[config.mk]
export PLATFORM = sky130hd
export DESIGN_NAME = comment_stripper
export DESIGN_NICKNAME = d
export VERILOG_FILES = /design/src/hdl/cs_pkg.sv /design/src/hdl/comment_stripper.sv /design/src/hdl/cs_front.sv /design/src/hdl/cs_queue.sv /design/src/hdl/cs_back.sv
export SDC_FILE = /design/constraint.sdc
export NUM_CORES = 1
export LEC_CHECK = 0
export BUFFER_PORTS_ARGS = -buffer_cell sky130_fd_sc_hd__buf_4
export CAP_MARGIN = 20
export CORE_ASPECT_RATIO = 1.2
export CORE_UTILIZATION = 30
export CTS_CLUSTER_DIAMETER = 150
export DETAILED_ROUTE_END_ITERATION = 10
export HOLD_SLACK_MARGIN = 0.05
export PLACE_DENSITY = 0.47
export SLEW_MARGIN = 30
export SYNTH_ARGS = -nofsm -noshare
export SYNTH_HDL_FRONTEND = slang
export SYNTH_SLANG_ARGS = --single-unit
[constraint.sdc]
create_clock -name clk -period 4.4 [get_ports clk]
set_input_delay 0.22 -clock clk [delete_from_list [all_inputs] [get_ports clk]]
set_output_delay 0.22 -clock clk [all_outputs]
set_load 0.01 [all_outputs]
[src/hdl/cs_pkg.sv]
// Shared types and character codes for the comment stripper.
package cs_pkg;

    localparam int CHAR_W  = 21;
    localparam int START_W = 32;
    localparam int Q_DEPTH = 4;
    localparam int Q_PTR_W = 2;

    localparam logic [CHAR_W-1:0] CH_NL    = 21'h0000A;
    localparam logic [CHAR_W-1:0] CH_QUOTE = 21'h00022;
    localparam logic [CHAR_W-1:0] CH_SLASH = 21'h0002F;
    localparam logic [CHAR_W-1:0] CH_STAR  = 21'h0002A;
    localparam logic [CHAR_W-1:0] CH_SPACE = 21'h00020;

    localparam logic CMD_CHAR = 1'b0;
    localparam logic CMD_END  = 1'b1;

    localparam logic [1:0] ST_OK        = 2'd0;
    localparam logic [1:0] ST_OPEN_BLK  = 2'd1;
    localparam logic [1:0] ST_OPEN_STR  = 2'd2;

    typedef struct packed {
        logic              cmd;
        logic [CHAR_W-1:0] char_in;
    } item_t;

    typedef struct packed {
        logic               has_char;
        logic [CHAR_W-1:0]  char_out;
        logic               is_last;
        logic [1:0]         status;
        logic [START_W-1:0] start_line;
    } result_t;

    // Each bundle that the front end pushes gives one or two results.
    typedef struct packed {
        logic    two;
        result_t r0;
        result_t r1;
    } bundle_t;

    function automatic result_t char_result(input logic [CHAR_W-1:0] c);
        result_t r;
        r            = '0;
        r.has_char   = 1'b1;
        r.char_out   = c;
        return r;
    endfunction

endpackage

[src/hdl/comment_stripper.sv]
// Top level of the comment stripper: front end, bundle queue, back end.
//
// Input channel (item_valid / item_stall / item): one word per character,
// cmd = 0 with the code point in char_in, then one word with cmd = 1 to end
// the text. Output channel (result_valid / result_stall / result): kept or
// substituted characters (has_char = 1), and after the end word one status
// word (is_last = 1) giving ok, open block comment or open string, with
// the line on which it opened. A word may give zero, one or two results.
// Path: a result goes from the taken input word into the bundle queue,
// then into the output register, from which it can leave; the second
// result of a word follows the first through the output register.
// Throughput: one input word per cycle unless the queue is full; words
// that give two results (held slash followed by a character, block
// comment opening, held slash at end) leave as two output words, which
// the four-entry queue absorbs. item_stall rises only when that queue
// is full; result_stall holds the output register and the queue fills
// behind it. Reset: plain-text mode, line counter at 1, queue and output
// empty. After every end word the front end returns to the same values.
module comment_stripper #(
    parameter int LINE_BITS = 32
) (
    input  logic            clk,
    input  logic            rst_n,
    input  logic            item_valid,
    output logic            item_stall,
    input  cs_pkg::item_t   item,
    output logic            result_valid,
    input  logic            result_stall,
    output cs_pkg::result_t result
);

    logic            push;
    cs_pkg::bundle_t bundle;
    logic            q_full;
    logic            pop;
    logic            head_valid;
    cs_pkg::bundle_t head;

    assign item_stall = q_full;

    // classification and line tracking
    cs_front #(
        .LINE_BITS (LINE_BITS)
    ) u_front (
        .clk        (clk),
        .rst_n      (rst_n),
        .item_valid (item_valid),
        .item       (item),
        .q_full     (q_full),
        .push       (push),
        .bundle     (bundle)
    );

    cs_queue u_queue (
        .clk        (clk),
        .rst_n      (rst_n),
        .push       (push),
        .push_data  (bundle),
        .full       (q_full),
        .pop        (pop),
        .head_valid (head_valid),
        .head       (head)
    );

    // serialises bundles onto the output register
    cs_back u_back (
        .clk          (clk),
        .rst_n        (rst_n),
        .head_valid   (head_valid),
        .head         (head),
        .pop          (pop),
        .result_valid (result_valid),
        .result_stall (result_stall),
        .result       (result)
    );

endmodule

[src/hdl/cs_front.sv]
// Front end: takes input words, tracks comment state, builds result bundles.
module cs_front #(
    parameter int LINE_BITS = 32
) (
    input  logic             clk,
    input  logic             rst_n,
    input  logic             item_valid,
    input  cs_pkg::item_t    item,
    input  logic             q_full,
    output logic             push,
    output cs_pkg::bundle_t  bundle
);

    typedef enum logic [1:0] {
        M_PLAIN,
        M_LINE,
        M_BLOCK,
        M_STRING
    } mode_t;

    mode_t                mode_reg, mode_next;
    logic                 slash_held_reg, slash_held_next;
    logic                 star_seen_reg, star_seen_next;
    logic [LINE_BITS-1:0] line_count_reg, line_count_next;
    logic [LINE_BITS-1:0] open_line_reg, open_line_next;

    logic                 take;
    logic [cs_pkg::CHAR_W-1:0] c;
    logic [LINE_BITS-1:0] line_bumped;
    logic                 open_hi;
    logic [cs_pkg::START_W-1:0] open_sat;
    cs_pkg::result_t      stat_res;

    assign take = item_valid && !q_full;
    assign c    = item.char_in;

    // saturating line counter
    assign line_bumped = (line_count_reg == {LINE_BITS{1'b1}}) ? line_count_reg
                                                               : line_count_reg + 1'b1;

    // start line clipped to the 32-bit field
    assign open_hi  = (LINE_BITS > cs_pkg::START_W) ? |(open_line_reg >> cs_pkg::START_W)
                                                    : 1'b0;
    assign open_sat = open_hi ? {cs_pkg::START_W{1'b1}}
                              : cs_pkg::START_W'(open_line_reg);

    always_comb
    begin
        stat_res         = '0;
        stat_res.is_last = 1'b1;
        case (mode_reg)
            M_BLOCK:
            begin
                stat_res.status     = cs_pkg::ST_OPEN_BLK;
                stat_res.start_line = open_sat;
            end
            M_STRING:
            begin
                stat_res.status     = cs_pkg::ST_OPEN_STR;
                stat_res.start_line = open_sat;
            end
            default:
            begin
                stat_res.status = cs_pkg::ST_OK;
            end
        endcase
    end

    always_comb
    begin
        mode_next       = mode_reg;
        slash_held_next = slash_held_reg;
        star_seen_next  = star_seen_reg;
        line_count_next = line_count_reg;
        open_line_next  = open_line_reg;
        push            = 1'b0;
        bundle          = '0;

        if (take)
        begin
            if (item.cmd == cs_pkg::CMD_END)
            begin
                push = 1'b1;
                if (slash_held_reg)
                begin
                    bundle.two = 1'b1;
                    bundle.r0  = cs_pkg::char_result(cs_pkg::CH_SLASH);
                    bundle.r1  = stat_res;
                end
                else
                begin
                    bundle.r0 = stat_res;
                end
                mode_next       = M_PLAIN;
                slash_held_next = 1'b0;
                star_seen_next  = 1'b0;
                line_count_next = LINE_BITS'(1);
                open_line_next  = '0;
            end
            else
            begin
                case (mode_reg)
                    M_PLAIN:
                    begin
                        if (slash_held_reg && c == cs_pkg::CH_SLASH)
                        begin
                            slash_held_next = 1'b0;
                            mode_next       = M_LINE;
                        end
                        else if (slash_held_reg && c == cs_pkg::CH_STAR)
                        begin
                            slash_held_next = 1'b0;
                            mode_next       = M_BLOCK;
                            star_seen_next  = 1'b0;
                            open_line_next  = line_count_reg;
                            push            = 1'b1;
                            bundle.two      = 1'b1;
                            bundle.r0       = cs_pkg::char_result(cs_pkg::CH_SPACE);
                            bundle.r1       = cs_pkg::char_result(cs_pkg::CH_SPACE);
                        end
                        else if (c == cs_pkg::CH_SLASH)
                        begin
                            // new slash held; any old held slash goes out now
                            slash_held_next = 1'b1;
                            push            = slash_held_reg;
                            bundle.r0       = cs_pkg::char_result(cs_pkg::CH_SLASH);
                        end
                        else
                        begin
                            slash_held_next = 1'b0;
                            push            = 1'b1;
                            if (c == cs_pkg::CH_QUOTE)
                            begin
                                mode_next      = M_STRING;
                                open_line_next = line_count_reg;
                            end
                            else if (c == cs_pkg::CH_NL)
                            begin
                                line_count_next = line_bumped;
                            end
                            if (slash_held_reg)
                            begin
                                bundle.two = 1'b1;
                                bundle.r0  = cs_pkg::char_result(cs_pkg::CH_SLASH);
                                bundle.r1  = cs_pkg::char_result(c);
                            end
                            else
                            begin
                                bundle.r0 = cs_pkg::char_result(c);
                            end
                        end
                    end
                    M_LINE:
                    begin
                        if (c == cs_pkg::CH_NL)
                        begin
                            line_count_next = line_bumped;
                            mode_next       = M_PLAIN;
                            push            = 1'b1;
                            bundle.r0       = cs_pkg::char_result(c);
                        end
                    end
                    M_BLOCK:
                    begin
                        push = 1'b1;
                        if (c == cs_pkg::CH_NL)
                        begin
                            line_count_next = line_bumped;
                            star_seen_next  = 1'b0;
                            bundle.r0       = cs_pkg::char_result(c);
                        end
                        else
                        begin
                            if (star_seen_reg && c == cs_pkg::CH_SLASH)
                            begin
                                mode_next      = M_PLAIN;
                                star_seen_next = 1'b0;
                            end
                            else
                            begin
                                star_seen_next = (c == cs_pkg::CH_STAR);
                            end
                            bundle.r0 = cs_pkg::char_result(cs_pkg::CH_SPACE);
                        end
                    end
                    default:
                    begin
                        push = 1'b1;
                        if (c == cs_pkg::CH_QUOTE)
                        begin
                            mode_next = M_PLAIN;
                        end
                        else if (c == cs_pkg::CH_NL)
                        begin
                            line_count_next = line_bumped;
                        end
                        bundle.r0 = cs_pkg::char_result(c);
                    end
                endcase
            end
        end
    end

    always_ff @(posedge clk or negedge rst_n)
    begin
        if (!rst_n)
        begin
            mode_reg       <= M_PLAIN;
            slash_held_reg <= 1'b0;
            star_seen_reg  <= 1'b0;
            line_count_reg <= LINE_BITS'(1);
            open_line_reg  <= '0;
        end
        else
        begin
            mode_reg       <= mode_next;
            slash_held_reg <= slash_held_next;
            star_seen_reg  <= star_seen_next;
            line_count_reg <= line_count_next;
            open_line_reg  <= open_line_next;
        end
    end

endmodule

[src/hdl/cs_queue.sv]
// Short bundle queue between front and back ends.
module cs_queue (
    input  logic             clk,
    input  logic             rst_n,
    input  logic             push,
    input  cs_pkg::bundle_t  push_data,
    output logic             full,
    input  logic             pop,
    output logic             head_valid,
    output cs_pkg::bundle_t  head
);

    localparam int CNT_W = cs_pkg::Q_PTR_W + 1;

    cs_pkg::bundle_t             mem_reg [cs_pkg::Q_DEPTH];
    logic [cs_pkg::Q_PTR_W-1:0]  wr_ptr_reg, wr_ptr_next;
    logic [cs_pkg::Q_PTR_W-1:0]  rd_ptr_reg, rd_ptr_next;
    logic [CNT_W-1:0]            count_reg, count_next;
    logic                        do_push, do_pop;

    assign full       = (count_reg == CNT_W'(cs_pkg::Q_DEPTH));
    assign head_valid = (count_reg != '0);
    assign head       = mem_reg[rd_ptr_reg];
    assign do_push    = push && !full;
    assign do_pop     = pop && head_valid;

    always_comb
    begin
        wr_ptr_next = do_push ? wr_ptr_reg + 1'b1 : wr_ptr_reg;
        rd_ptr_next = do_pop  ? rd_ptr_reg + 1'b1 : rd_ptr_reg;
        count_next  = count_reg + CNT_W'(do_push) - CNT_W'(do_pop);
    end

    always_ff @(posedge clk or negedge rst_n)
    begin
        if (!rst_n)
        begin
            wr_ptr_reg <= '0;
            rd_ptr_reg <= '0;
            count_reg  <= '0;
        end
        else
        begin
            wr_ptr_reg <= wr_ptr_next;
            rd_ptr_reg <= rd_ptr_next;
            count_reg  <= count_next;
        end
    end

    always_ff @(posedge clk)
    begin
        if (do_push)
        begin
            mem_reg[wr_ptr_reg] <= push_data;
        end
    end

endmodule

[src/hdl/cs_back.sv]
// Back end: splits bundles into single results and holds the output register.
module cs_back (
    input  logic             clk,
    input  logic             rst_n,
    input  logic             head_valid,
    input  cs_pkg::bundle_t  head,
    output logic             pop,
    output logic             result_valid,
    input  logic             result_stall,
    output cs_pkg::result_t  result
);

    logic            out_valid_reg, out_valid_next;
    cs_pkg::result_t out_reg, out_next;
    logic            half_reg, half_next;
    logic            load;

    assign load = !out_valid_reg || !result_stall;

    always_comb
    begin
        out_valid_next = out_valid_reg;
        out_next       = out_reg;
        half_next      = half_reg;
        pop            = 1'b0;
        if (load)
        begin
            out_valid_next = head_valid;
            if (head_valid)
            begin
                out_next = half_reg ? head.r1 : head.r0;
                if (half_reg || !head.two)
                begin
                    pop       = 1'b1;
                    half_next = 1'b0;
                end
                else
                begin
                    half_next = 1'b1;
                end
            end
        end
    end

    always_ff @(posedge clk or negedge rst_n)
    begin
        if (!rst_n)
        begin
            out_valid_reg <= 1'b0;
            half_reg      <= 1'b0;
        end
        else
        begin
            out_valid_reg <= out_valid_next;
            half_reg      <= half_next;
        end
    end

    always_ff @(posedge clk)
    begin
        out_reg <= out_next;
    end

    assign result_valid = out_valid_reg;
    assign result       = out_reg;

endmodule

==> metrics.yaml <==
cts-buffers-inserted: 58
critPathKind: "in -> reg"
setup.worst_path.end: "u_queue.mem_reg[1][14]"
hold_viol: 0
antenna_found_initial: 3
route.vias.total: 12400
syn-num-nets: 1434
yosys_warnings: 0
ir_worst_vdd_mv: 0.435
nNetsFinal: 1561
die_w_um: 259
finalCritPeriodShare: 0.751
final_util: 0.360
yosysSeqAreaShare: 0.733
reg2regPathDepth: 6
synth-edff-count: 517
wl_per_cell_um: 21.2
layout_commonest_cell: "edfxtp_1"
row_count: 112
htreeDepth: 2
syn_to_final_growth_pct: 18.3
register_area_mm2: 0.0175
reg2reg_to: "u_queue.mem_reg[1][14]"
p_total_mw: 18.0
path_clk_slew_ns: 0.06
drcViolationCount: 0
gp_congestion: 0.740
grt_pass1_wl_um: 83900
nFillCells: 7411
first_iter_violations: 639
cts_tree: "yes"
finClkSkew_ns: 0.0315
setup_viol: 0
hp-class: "in -> reg"
rrSetupSlack_ns: 1.43
holdBufCountCts: 23
crit_path_start: "item[4]"
pre_cts_slack_ns: 0.962
worst_ep_required_time_ns: 4.67
layout_setup_ws_ns: 1.09
dp_cells: 2464
detail_route.first_pass.iterations: 5
cts_root_buffer: "clkbuf_16"
initial_utilization: 0.304
layout.cells.non_filler: 2598
core-area_mm2: 0.0782
p_per_area_mw_per_mm2: 639
startpoint_type: "input port"
syn_inst: 1395
post_cts_resized: 0
avgViaCountPerCell: 4.77
grt_pass1_vias: 13500
crit_fanout: 55
timing.final.crit_period_ns: 3.31
layout-drive-gt1-share: 0.221
maxSlewViolCount: 0
cts_setup_buffers: 0
grt_overflow: 0
power.leakage_nw: 9.82
grt_usage: 0.138
crit_path_end_kind: "flip-flop"
final_cell_mix: "517 x edfxtp_1, 205 x nand2_1, 115 x mux4_2"
die_h_um: 311
wl_um: 55000
critical_path_arrival_ns: 3.57
worstSkewPairLatency_ns: 0.63
worstMarginPinSlew_ns: 1.04
timing.fmax_mhz: 303
reg2reg_from: "u_front.mode_reg[0]"
largest_reg_flops: 460
ant_nets: 0
dieArea_mm2: 0.0805
ios: 85
multi_input_area_mm2: 0.00603
run_status: "finished, final reports clean"
syn-cell-area_mm2: 0.0238
cts_num_sinks: 594
synth-main-ff-cell: "edfxtp_1"
synth.distinct_cells: 60
timing.max_cap.violations: 0
antenna_cells: 0
io_buffers: 84
tns_ns: 0
slew_headroom: 0.296
syn_avg_cell_area_um2: 17.1
async_reset_ff_frac: 0.130
ys_ff_latch: 594
cts_buffer_depth: 3
hpwl_um: 31300
grt_max_degree: 88
grt_setup_unrepaired: "false"
## routing by layer
layer,global-route usage,wire length [µm],share of wire,up-vias
li1,-,-,-,5627
met1,0.173,23600,0.43,6499
met2,0.240,28000,0.51,171
met3,0.0219,1750,0.032,89
met4,0.0475,1590,0.029,6
met5,0,45,0.00082,-
## power by group
part           switching (mW)  internal (mW)
clock network            2.17           3.23
registers               0.348           7.65
logic                    2.61           1.99
total                    5.13           12.9
## synth_stat cells (5+ instances only)
| master | n | area share |
|---|---|---|
| edfxtp_1 | 517 | 0.65 |
| a22o_1 | 32 | 0.012 |
| or3_1 | 9 | 0.0024 |
| dfrtp_1 | 76 | 0.080 |
| buf_1 | 14 | 0.0022 |
| and2_1 | 110 | 0.029 |
| xor2_1 | 12 | 0.0044 |
| buf_2 | 9 | 0.0019 |
| ha_1 | 12 | 0.0063 |
| mux4_2 | 115 | 0.11 |
| a21oi_1 | 19 | 0.0040 |
| nand3_1 | 17 | 0.0036 |
| xnor2_1 | 10 | 0.0037 |
| and3_1 | 10 | 0.0026 |
| nor2_1 | 45 | 0.0071 |
| nand4_1 | 18 | 0.0047 |
| nor3_1 | 13 | 0.0027 |
| inv_1 | 21 | 0.0033 |
| or4_1 | 5 | 0.0016 |
| clkbuf_1 | 45 | 0.0071 |
| o31ai_1 | 6 | 0.0019 |
| o21ai_0 | 12 | 0.0025 |
| a31oi_1 | 5 | 0.0013 |
| nand2_1 | 205 | 0.032 |
## area by class of cell
| cell class | count | share of cell area |
|---|---|---|
| multi-input cells | 712 | 0.214 |
| flip-flops and latches | 594 | 0.620 |
| well taps | 1026 | 0.0456 |
| clock inverters | 34 | 0.0167 |
| clock buffers | 76 | 0.0572 |
| repair buffers | 135 | 0.0436 |
| inverters | 21 | 0.00284 |
## stage by stage
step,hold WS [ns],instance area [µm²]
3_5_place_dp,0.0964,25800
5_1_grt,0.0782,28200
6_report,0.0686,28200
3_3_place_gp,0.0999,25800
4_1_cts,0.0576,28100
2_1_floorplan,-0.0756,23800
## how the worst min path moves through the flow
stage	slack [ns]	to	cells after the start	startpoint
after floorplan	-0.08	u_back.half_reg	0	rst_n
after global placement	0.1	u_front.star_seen_reg	1	rst_n
after detailed placement	0.1	u_front.star_seen_reg	1	rst_n
after CTS	0.06	u_queue.mem_reg[1][52]	2	item[17]
after global routing	0.08	u_queue.mem_reg[1][103]	2	item[11]
final	0.07	u_queue.mem_reg[1][52]	2	item[17]
## cells by family (layout without fill, tap and decap cells)
logic type                 Yosys count  after routing  synth area share
adders and majority gates           13             13           0.00715
and+or+nand+nor                    457            457            0.0957
muxes                              117            117             0.110
buffers and inverters               89            266            0.0145
xor gates and xnor gates            22             22           0.00810
AOI/OAI and AO/OA                  103            103            0.0314
DFF                                594            594             0.733
## critical path: stages
cell and delay [ns]:
dlygate4sd3_1 0.54, buf_4 0.14, nor4b_2 0.49, nand2_1 0.29
nor3_1 0.41, nand2_1 0.14, a31oi_2 0.40, and2_4 0.48
buf_12 0.38
No activity file was read; power rests on OpenSTA's default activity.
